--- src/rtl/core/ffba_pkg.sv ---
`default_nettype none
package ffba_pkg;

  // table geometry
  localparam int MAX_BLOCKS = 64;
  localparam int IDX_W      = $clog2(MAX_BLOCKS);
  localparam int CNT_W      = $clog2(MAX_BLOCKS + 1);
  localparam int META_BYTES = 32;
  localparam int SIZE_W     = 27;

  // request kinds
  localparam logic [1:0] KIND_ALLOC  = 2'd0;
  localparam logic [1:0] KIND_ZALLOC = 2'd1;
  localparam logic [1:0] KIND_FREE   = 2'd2;
  localparam logic [1:0] KIND_RESIZE = 2'd3;

  // status codes
  localparam logic [1:0] ST_OK        = 2'd0;
  localparam logic [1:0] ST_BAD_SIZE  = 2'd1;
  localparam logic [1:0] ST_NO_MEMORY = 2'd2;
  localparam logic [1:0] ST_UNKNOWN   = 2'd3;

  // register map and reset values
  localparam logic REG_MAX_REQUEST = 1'b0;
  localparam logic REG_HEAP_LIMIT  = 1'b1;
  localparam logic [SIZE_W-1:0] MAX_REQUEST_RST = 27'd100000000;
  localparam logic [31:0]       HEAP_LIMIT_RST  = 32'd16777216;

  typedef struct packed {
    logic [1:0]  kind;
    logic [31:0] request_size;
    logic [15:0] element_count;
    logic [31:0] address;
  } in_t;

  typedef struct packed {
    logic [31:0]      result_address;
    logic [1:0]       status;
    logic [CNT_W-1:0] free_block_count;
    logic [31:0]      free_byte_count;
    logic [CNT_W-1:0] allocated_block_count;
    logic [31:0]      allocated_byte_count;
  } out_t;

  typedef struct packed {
    logic [31:0]       start;
    logic [SIZE_W-1:0] size;
    logic              free;
  } entry_t;

  typedef struct packed {
    logic             en;
    logic [IDX_W-1:0] idx;
    entry_t           ent;
  } tbl_wr_t;

endpackage
`default_nettype wire

--- src/rtl/core/ffba_table.sv ---
`default_nettype none
module ffba_table (
  input  wire                          clk,
  input  ffba_pkg::tbl_wr_t            wr,
  input  wire [ffba_pkg::IDX_W-1:0]    rd_idx,
  output ffba_pkg::entry_t             rd_data
);

  ffba_pkg::entry_t mem_r [ffba_pkg::MAX_BLOCKS];
  ffba_pkg::entry_t rd_q_r;

  // one write and one registered read per cycle
  always_ff @(posedge clk) begin
    if (wr.en) begin
      mem_r[wr.idx] <= wr.ent;
    end
    rd_q_r <= mem_r[rd_idx];
  end

  assign rd_data = rd_q_r;

endmodule
`default_nettype wire

--- config.mk ---
export PLATFORM = sky130hd
export DESIGN_NAME = ffba_table
export DESIGN_NICKNAME = d
export VERILOG_FILES = /design/src/rtl/core/ffba_pkg.sv /design/src/rtl/core/ffba_table.sv
export SDC_FILE = /design/constraint.sdc
export NUM_CORES = 2
export LEC_CHECK = 0
export BUFFER_PORTS_ARGS = -buffer_cell sky130_fd_sc_hd__clkbuf_2
export CORE_MARGIN = 5
export CORE_UTILIZATION = 60
export DETAILED_ROUTE_END_ITERATION = 12
export PLACE_DENSITY = 0.72
export SYNTH_ARGS = -nofsm -noshare
export SYNTH_HDL_FRONTEND = slang
export SYNTH_SLANG_ARGS = --single-unit
--- constraint.sdc ---
create_clock -name clk -period 9.9 [get_ports clk]
set_clock_uncertainty 0.1 [all_clocks]
set_input_delay 2.97 -clock clk [delete_from_list [all_inputs] [get_ports clk]]
set_output_delay 2.97 -clock clk [all_outputs]
set_load 0.03 [all_outputs]
# After elaboration in Yosys (flattened, before gate mapping)
# Memory sizes are Yosys's and may differ from the RTL's. A register that Yosys moved wholly into a read port is not among the register bits.
# Cells that the tools add are included.
word_totals:
  register_bits: 0
  mem_bits_rw: 3840
  out_inout_bits: 60
  memories: 1
op_classes:
  n_mux: 2
memory_table:
  columns: ["name", "words", "width", "read_ports", "rd_clocked_by_memory_dff", "wr", "line", "text"]
  rows:
  - ["mem_r", 64, 60, 1, 1, 1, "ffba_table.sv:9", "ffba_pkg::entry_t mem_r [ffba_pkg::MAX_BLOCKS];"]
op_table:
  columns: ["cell", "count"]
  rows:
  - ["1-bit two-way mux", 2]

# Depth between registers and ports, before layout
logic_depth:
  depth_word: 2
  ltp_mapped: 11

# Worst setup path after synthesis
# Ideal clock, no wire load.
synth_timing:
  path_kind: "input -> register"
  start: "in wr[63] (netlist bit)"
  end: "mem mem_r[48][0] (netlist bit) (enable)"
  setup_ns: 0.551
  arrival_time_ns: 7.547
  required_time_ns: 9.249
  setup_slack_ns: 1.701
  cell_stages: 4
  path_buffers: 1
  cell_sequence: "clkbuf_1 > nor2b_1 > nand4b_1 > nor3_1"
synth_lines:
  columns: ["element", "line", "text"]
  rows:
  - ["start, declared", "ffba_table.sv:4", "input ffba_pkg::tbl_wr_t wr,"]
  - ["end, declared", "ffba_table.sv:9", null]
# Straight into the memory's write port.

==> impl_metrics.ini <==
[clock_tree]
cts_num_sinks = 3900
cts_root_buffer = clkbuf_16
postCtsSetupRepairBufs = 0
cts_tree = built
htree_levels = 5
cts_made_buffers = 392
cts.path.max_buffers = 4
clk_pin_slew_ns = 0.06
clk_latency_ns = 0.98
cts_resized = 0
hold_buffers = 0

[hold_path]
hold_class = reg2reg
worstHoldStart = mem_r[40][43]$_DFFE_PP_
hold_depth = 5
holdPathEnd = rd_data[43]$_DFF_P_

[timing]
fmax_mhz = 174.2
drv_slew = 0
relSlewSlack_pct = 5.657
hold_viol_final = 0
worst_pin_slew_ns = 1.415
fin_crit_ns = 5.739
grt_setup_unrepaired = false
setup_violations = 0
period_share_pct = 57.97
tns_ns = 0

[finish]
final_util_pct = 67.47
syn_to_final_growth_pct = 12.01
drive_gt1_share_pct = 30.22
final_area_sq_um = 164100
nNetsFinal = 6544

[placed_design]
post-dp-hpwl_mm = 198.2
io_buffers = 133
place.gp.congestion = 0.8162
placed_area_sq_um = 151800

[global_routing]
grt_overflow = 0
grt_pass1_vias = 70857
antenna_found_initial = 32
grt_pass1_wl_mm = 544.2
grt_usage_pct = 30.50
grt_start_max_net_pins = 112

[setup_path]
reg2reg_to = rd_data[30]$_DFF_P_
arrival_ns = 6.46
cp.required_ns = 10.62
startpoint_type = input pin
r2r_setup_slack_ns = 7.25
reg2reg_depth = 5
crit_fanout = 111
rr_startpoint = mem_r[45][30]$_DFFE_PP_
worstSetupEndpointType = flop
path_class = in2reg

[synthesis]
ys_ff_latch = 3900
synth_area_sq_um = 146500
seq_area_frac_synth_pct = 79.52
synth_flop_cell = edfxtp_1
ys.warnings.count = 0
synth-edff-count = 3840
syn-instance-count = 6093
syn_nets = 6167
synth_area_per_cell_sq_um = 24.05
yosysUniqueCellTypes = 36
ys_async_sr_fraction_pct = 0

[drt]
wirelength_mm = 385.6
postRouteAntennaNets = 0
drc = 0
via_per_inst = 7.075
via_count = 70717
dr.pass1.iters = 5
drt-wirelength-per-cell_microns = 38.58
drt_iter0_drc = 10578

[job]
cap_violations = 0

[die]
dieArea_sq_um = 254200
rows = 181
ios = 134
die_h_microns = 504.2
die_width_microns = 504.2
initial_core_util_pct = 60.24
core_area_sq_um = 243200

[status]
status = finished, final reports clean

[pwr]
peakVddDrop_mv = 0.1970
power_leakage_nw = 50.96
powerDensity_nw_per_um2 = 208.4
[per-stage QoR]
step | setup WS, ns | hold WS (ns) | power, mW | instances
floorplan | 1.701 | 0.6581 | 19.61 | 6093
global placement | 3.274 | 0.7628 | 20.32 | 9277
detailed placement | 3.280 | 0.7827 | 20.35 | 9277
CTS | 4.311 | 0.8085 | 34.35 | 9979
global route | 4.072 | 0.8456 | 35.17 | 9987
finish | 4.161 | 0.7981 | 34.20 | 9995
[cells in the final DEF (no fill, tap or decap), drive strengths merged, types with 59 or more instances in the layout]
master and instances:
a21oi 74, buf 195, clkbuf 648, clkinv 141, dfxtp 60, edfxtp 3840, mux4 1040, nand2 68
nor2 177, o221ai 59, o22ai 188
[worst max-delay path, stage by stage]
cell and delay, ns:
buf_8 0.42, buf_12 0.67, buf_12 0.57, mux4_2 0.59, o221ai_1 0.32, a31oi_1 0.07
a21oi_1 0.38, nor2_1 0.10
[cell usage after synthesis, types with 2 or more instances]
| master | count | area [sq um] |
|---|---|---|
| dfxtp_1 | 60 | 1201 |
| mux2_2 | 58 | 653.1 |
| buf_2 | 99 | 495.5 |
| nand2_1 | 68 | 255.2 |
| nor3_1 | 12 | 60.06 |
| nand2b_1 | 9 | 56.30 |
| nor2_1 | 177 | 664.4 |
| buf_1 | 32 | 120.1 |
| nand3b_1 | 5 | 37.54 |
| o21ai_0 | 38 | 190.2 |
| a211oi_1 | 3 | 22.52 |
| buf_6 | 5 | 56.30 |
| o221ai_1 | 59 | 516.8 |
| nand3_1 | 5 | 25.02 |
| buf_4 | 34 | 255.2 |
| mux2i_1 | 51 | 510.5 |
| o22ai_1 | 188 | 1176 |
| nor2b_1 | 9 | 56.30 |
| o221a_2 | 9 | 101.4 |
| nand4_1 | 2 | 12.51 |
| mux4_2 | 1040 | 23420 |
| or3b_2 | 4 | 35.03 |
| clkbuf_1 | 170 | 638.1 |
| or3_1 | 3 | 18.77 |
| or2_2 | 3 | 18.77 |
| edfxtp_1 | 3840 | 115300 |
| a21oi_1 | 74 | 370.4 |
| a31oi_1 | 28 | 175.2 |
[where the power goes]
part	total (mW)	internal, mW	leakage [nW]	switching, mW
clock	14.2	8.19	5.99	5.99
sequential	18.4	18.3	35.1	0.0884
combinational	1.63	0.589	9.92	1.04
total	34.2	27.1	51.0	7.12
[layer usage]
metal,track usage (%),routed length (microns),up-vias
li1,-,-,27095
met1,43.42,136800,37607
met2,47.19,182900,5136
met3,6.592,47540,865
met4,12.45,18220,14
met5,0,94,-
[logic make-up (layout without fill, tap and decap cells)]
group,Yosys count,after routing,synth area share (%)
AND/OR/NAND/NOR,301,301,0.8668
flip-flops,3900,3900,79.52
multiplexers,1149,1149,16.78
other,0,15,0
buffers and inverters,341,1026,1.071
AO/OA/AOI/OAI,402,402,1.757
[area by class of cell]
class | count | area, sq um
timing repair buffer | 323 | 2390
fill | 14696 | 79120
multi-input combinational | 1852 | 28950
tap | 3202 | 4006
clock buffer | 520 | 10590
clock inverter | 182 | 1614
antenna | 15 | 37.54
sequential | 3900 | 116500
inverter | 1 | 8.758
[state kept, by name, summed over array words and instances, names as in the netlist]
signal   count
mem_r     3840
rd_data     60
[worst max-delay path by stage]
stage	startpoint	end	slack (ns)	cells after the start
6_report	rd_idx[1]	rd_data[45]$_DFF_P_	4.16	8
5_1_grt	rd_idx[0]	rd_data[30]$_DFF_P_	4.07	8
4_1_cts	rd_idx[1]	rd_data[45]$_DFF_P_	4.31	8
3_5_place_dp	rd_idx[1]	rd_data[45]$_DFF_P_	3.28	8
3_3_place_gp	rd_idx[1]	rd_data[45]$_DFF_P_	3.27	8
2_1_floorplan	wr[63]	mem_r[48][0]$_DFFE_PP_	1.70	4
Note: power is estimated with default switching activity, not from simulation.
