### config.mk
export PLATFORM = sky130hd
export DESIGN_NAME = ffba_match
export DESIGN_NICKNAME = d
export VERILOG_FILES = /design/src/rtl/core/ffba_pkg.sv /design/src/rtl/core/ffba_match.sv
export SDC_FILE = /design/constraint.sdc
export NUM_CORES = 1
export LEC_CHECK = 0
export BUFFER_PORTS_ARGS = -buffer_cell sky130_fd_sc_hd__buf_2
export CAP_MARGIN = 20
export CORE_MARGIN = 1
export CORE_UTILIZATION = 39
export DETAILED_ROUTE_END_ITERATION = 6
export GPL_ROUTABILITY_DRIVEN = 0
export PLACE_DENSITY_LB_ADDON = 0.1
export SYNTH_ARGS = -nofsm -noshare
export SYNTH_HDL_FRONTEND = slang
export SYNTH_SLANG_ARGS = --single-unit
### constraint.sdc
create_clock -name vclk -period 1.6
set_input_delay 0.16 -clock vclk [all_inputs]
set_output_delay 0.16 -clock vclk [all_outputs]
set_load 0.03 [all_outputs]
### src/rtl/core/ffba_pkg.sv
`default_nettype none
package ffba_pkg;

  // table geometry
  localparam int MAX_BLOCKS = 64;
  localparam int IDX_W      = $clog2(MAX_BLOCKS);
  localparam int CNT_W      = $clog2(MAX_BLOCKS + 1);
  localparam int META_BYTES = 32;
  localparam int SIZE_W     = 27;

  // request kinds
  localparam logic [1:0] KIND_ALLOC  = 2'd0;
  localparam logic [1:0] KIND_ZALLOC = 2'd1;
  localparam logic [1:0] KIND_FREE   = 2'd2;
  localparam logic [1:0] KIND_RESIZE = 2'd3;

  // status codes
  localparam logic [1:0] ST_OK        = 2'd0;
  localparam logic [1:0] ST_BAD_SIZE  = 2'd1;
  localparam logic [1:0] ST_NO_MEMORY = 2'd2;
  localparam logic [1:0] ST_UNKNOWN   = 2'd3;

  // register map and reset values
  localparam logic REG_MAX_REQUEST = 1'b0;
  localparam logic REG_HEAP_LIMIT  = 1'b1;
  localparam logic [SIZE_W-1:0] MAX_REQUEST_RST = 27'd100000000;
  localparam logic [31:0]       HEAP_LIMIT_RST  = 32'd16777216;

  typedef struct packed {
    logic [1:0]  kind;
    logic [31:0] request_size;
    logic [15:0] element_count;
    logic [31:0] address;
  } in_t;

  typedef struct packed {
    logic [31:0]      result_address;
    logic [1:0]       status;
    logic [CNT_W-1:0] free_block_count;
    logic [31:0]      free_byte_count;
    logic [CNT_W-1:0] allocated_block_count;
    logic [31:0]      allocated_byte_count;
  } out_t;

  typedef struct packed {
    logic [31:0]       start;
    logic [SIZE_W-1:0] size;
    logic              free;
  } entry_t;

  typedef struct packed {
    logic             en;
    logic [IDX_W-1:0] idx;
    entry_t           ent;
  } tbl_wr_t;

endpackage
`default_nettype wire

### src/rtl/core/ffba_match.sv
`default_nettype none
module ffba_match (
  input  wire                  fit_mode,
  input  wire [31:0]           key,
  input  wire                  key_ok,
  input  ffba_pkg::entry_t     ent,
  output logic                 match
);

  // fit mode: free block large enough; else start offset equals key
  always_comb begin
    if (fit_mode) begin
      match = ent.free && (ent.size >= key[ffba_pkg::SIZE_W-1:0]);
    end else begin
      match = key_ok && (ent.start == key);
    end
  end

endmodule
`default_nettype wire

* After elaboration in Yosys (flattened, before gate mapping)
Index checks and enable logic that the tools add are counted.
** Storage, ports and cells
- Flip-flop bits (word level) :: 0
- Input bits :: 94
** Operators by class
- Equal/unequal tests :: 1
- Reduce and logical (&&, ||, !) cells :: 2
- Order comparisons :: 1
- Multiplexer cells :: 1
** Operators with widths (number)
- $eq 32x32->1 :: 1
- $ge 27x27->1 :: 1
- $logic_and 1x1->1 :: 2
- $mux 1 :: 1

* Longest topological paths before layout
- Depth in word-level cells :: 3
- Gate-level depth with buffers :: 8
- Depth with buffers taken out :: 8

* Least setup slack after synthesis
Ideal clock, no wire load.
- Path kind :: input -> output
- Start :: input port key[6]
- End :: output port match
- Path slack :: -0.640 ns
- Cell stages on the path :: 8
- Path buffers :: 0
- Data required time :: 1.440 ns
- Arrival time :: 2.080 ns
- Cells stage by stage :: inv_1 > ha_1 > nand4_1 > a311oi_1 > nor3_1 > o21ai_0 > a21oi_1 > o41ai_1
** Between the ends
- Longest elaborated chain between the ends :: 3
- Elaborated cells on any way between the ends :: 5
** Ends and longest elaborated chain
- start, declared :: line ffba_match.sv:4 : input wire [31:0] key,
- $ge 27x27->1 / $eq 32x32->1 (equally long branches) :: line ffba_match.sv:13, ffba_match.sv:15
- $logic_and 1x1->1 (on tied branches) :: line ffba_match.sv:13, ffba_match.sv:15
- $mux 1 (*) :: line ffba_match.sv:12 : if (fit_mode) begin
- end, declared :: line ffba_match.sv:7 : output logic match
Every way passes the cells marked *; elsewhere a longest branch is shown, timed or not.

* Worst setup path in the final report
- Start :: input port ent[5] (netlist bit)
- End :: output port match
** Between the ends
- Longest elaborated chain between the ends :: 3
** Ends and longest elaborated chain
- start, declared :: line ffba_match.sv:6 : input ffba_pkg::entry_t ent,
- $ge 27x27->1 :: line ffba_match.sv:13 : match = ent.free && (ent.size >= key[ffba_pkg::SIZE_W-1:0]);
- $logic_and 1x1->1 :: line ffba_match.sv:13
- $mux 1 :: line ffba_match.sv:12
Every way passes these cells.

==> results.txt <==
----------------------------------------------------
[Flow run]
  Number of maximum-capacitance constraint violations ... 0

[Floorplanning]
  Width of the die ... 53.1 um
  Total die area ... around 0.0028 mm2
  Height of the die ... between 50 and 60 um
  Core footprint ... between 0.002 and 0.0025 mm2
  Row count ... 18
  Initial cell density of the core ... between 40% and 50%
  I/O Pins ... 95

[Worst setup path]
  Critical Path Sink Type ... output port
  Endpoint required time on the critical path ... approximately 1.4 ns
  Biggest fanout along the worst timing path ... 2
  Peak per-stage delay on the critical path ... approximately 0.30 ns
  Classification of the worst setup path ... in -> out
  Cell-by-cell trace of the critical path ... buf_2, ha_4, nand4_1, a311oi_1, nor3_1, o21ai_1, a21oi_2, o41ai_4, buf_6
  Critical path arrival ... 1.67 ns
  Cell with the largest stage delay on the worst path ... a311oi_1
  Crit start category ... input port

[Synthesis]
  Fraction of post-synthesis cell area in the top cell type by area ... 33.2%
  Synthesized netlist cell count ... approximately 140
  Mean instance size in the synthesized netlist ... around 7.4 um2
  Mapped cell area ... between 0.001 and 0.0015 mm2
  Number of warnings printed during yosys synthesis ... 0
  Number of nets produced by synthesis ... around 260
  Post-synth cell types ... 19
  Largest area contributor in the synthesized netlist ... ha_1
  Seq/Total Area, Yosys ... 0%
  Cell types occupying the most area after synthesis ... ha_1 (33%), xor2_1 (20%), inv_1 (10%), xnor2_1 (7.7%), nand4_1 (4.9%)

[Min path]
  Capture endpoint of the worst hold path ... match
  Start point of the worst min-delay path ... ent[0]
  Path category of the worst min-delay check ... in -> out
  Instance count along the most critical hold path ... 4

[Route]
  Routed via count ... 1413
  Detail Route Antenna Nets ... 0
  Vias/cell ... just over 5
  Drt initial violations ... 8
  Number of detailed-routing iterations run before antenna repair ... 4
  DRC violations left ... 0
  Wire length after detailed routing ... 3.27 mm
  Routed wirelength normalized by instance count ... roughly 12 um

[Power]
  Switching Share ... between 40% and 50%
  Net load switching power ... between 0.2 and 0.25 mW
  Combinational Power Share ... 100.0%
  Internal power ... 0.250 mW
  Total power per unit cell area ... approximately 250 mW/mm2
  Sequential fraction of design power ... 0%
  Share of power burned in the clock network ... 0%
  Peak supply drop ... between 0.00015 and 0.0002 V
  Total design power ... ~0.46 mW
  Cell leakage power ... approximately 1.1 nW

[Timing]
  Number of endpoints failing setup at the final stage ... 1
  Final max-slew violation count ... 0
  Final critical-path required period ... around 1.8 ns
  Fin worst setup slack ... -0.235 ns
  Post-Route Setup TNS ... -0.235 ns
  Worst slew slack as a fraction of its limit ... 78.8%
  Setup repair after global routing missed its margin ... yes
  Final Cycle Share ... 115%
  Least-Margin Pin Slew ... roughly 0.32 ns
  Fmax ... ~0.54 GHz
  Hold Violations, Final ... 0

[Layout]
  Synthesis-to-finish area growth ... 81.5%
  Seq cells ... 0
  Diodes inserted ... 0
  Fraction of final layout cells with drive strength greater than 1 ... around 54%
  Utilization after layout ... between 70 and 80%
  Layout clock buffers ... 0
  Final-stage net count ... approximately 370
  Non-Filler Cell Area, Final ... between 0.0015 and 0.002 mm2
  Sequential standard cell area ... 0 um2

[Placed design]
  DPL Wire Length ... a little under 3 mm
  Port-buffer cells ... 95
  Post-place setup slack ... -0.359 ns
  Cell area reported after detailed placement ... between 0.0015 and 0.002 mm2

[Global routing]
  Number of global-route vias before repair ... about 1300
  Overflow after GRT ... 0
  Pin count of the biggest net entering global routing ... 4
  First-pass GRT wire length ... ~4.8 mm
  Number of antenna violations at the first check in global routing ... 0
  Total global routing track utilization ... 22.7%

[Status]
  Failing checks ... negative setup slack
  Run status ... finished with violations

[Clock tree]
  Buffer count from post-CTS setup fixing ... 0
  Hold-fix buffer count after cts ... 0

----------------------------------------------------
[metrics by stage]
| step | hold WS (ns) | std cells |
|---|---|---|
| 4_1_cts | 0.813 | 280 |
| 2_1_floorplan | 0.559 | 137 |
| 5_1_grt | 0.802 | 280 |
| 3_3_place_gp | 0.805 | 280 |
| 6_report | 0.788 | 280 |
| 3_5_place_dp | 0.803 | 280 |
[logic make-up after synthesis]
family | Yosys count | share of synthesized area (%)
xor gates and xnor gates | 32 | 27.6
AOI/OAI and AO/OA | 21 | 13.2
buffers and inverters | 27 | 9.96
adders and majority gates | 27 | 33.2
and+or+nand+nor | 30 | 16.1
[metal layers]
metal / GRT usage [%] / up-vias / share of wire (%)
met5: 0 / - / 0
met4: 6.14 / 0 / 2.9
met2: 49.2 / 74 / 51
met1: 21.2 / 618 / 38
met3: 2.59 / 14 / 8.1
li1: - / 707 / -
[power groups by stage]
stage	Clock [mW]	Combinational [mW]	Sequential [mW]
4_1_cts	0	0.452	0
3_3_place_gp	0	0.408	0
3_5_place_dp	0	0.430	0
5_1_grt	0	0.508	0
2_1_floorplan	0	0.204	0
6_report	0	0.459	0
[worst max path at each step]
| stage | from | to | slack, ns |
|---|---|---|---|
| after floorplan | key[9] | match | -0.007 |
| after global placement | key[5] | match | -0.33 |
| after detailed placement | key[9] | match | -0.36 |
| after CTS | key[5] | match | -0.26 |
| after global routing | ent[5] | match | -0.33 |
| final | ent[5] | match | -0.23 |
[area by class of cell]
type / instances / area (um2)
Tap cell: 30 / 37.5
Timing Repair Buffer: 113 / 644
Fill cell: 201 / 631
Inverter: 27 / 114
Multi-Input combinational cell: 110 / 1050
[cell usage after synthesis, types with 3 or more instances]
cell type	n
ha_1	27
inv_1	27
xor2_1	23
xnor2_1	9
a21oi_1	8
nand4_1	8
nor4_1	6
nand2_1	5
a211oi_1	4
a21o_1	3
nand3_1	3
nor2_1	3
nor3_1	3
o21ai_0	3
[placed cells by master, fill, tap and decap left out, types with 5 or more instances in the layout]
cell type	n
buf_2	89
xor2_1	23
ha_1	20
inv_1	19
buf_4	19
xnor2_1	9
nand4_1	8
a21oi_1	7
ha_4	7
inv_2	5
nand2_1	5
buf_6	5
[critical path, delay by kind of cell]
family | cells | cell delay [ns]
buffers and inverters | 2 | 0.31
adders and majority gates | 1 | 0.26
AOI/OAI and AO/OA | 4 | 0.76
and+or+nand+nor | 2 | 0.18
[timing repair]
item | 4_1_cts | 5_1_grt
gates resized for setup | 13 | 3
pin swaps | 6 | 2
setup endpoints to repair | 1 | 1
Note: power is estimated with default switching activity, not from simulation.
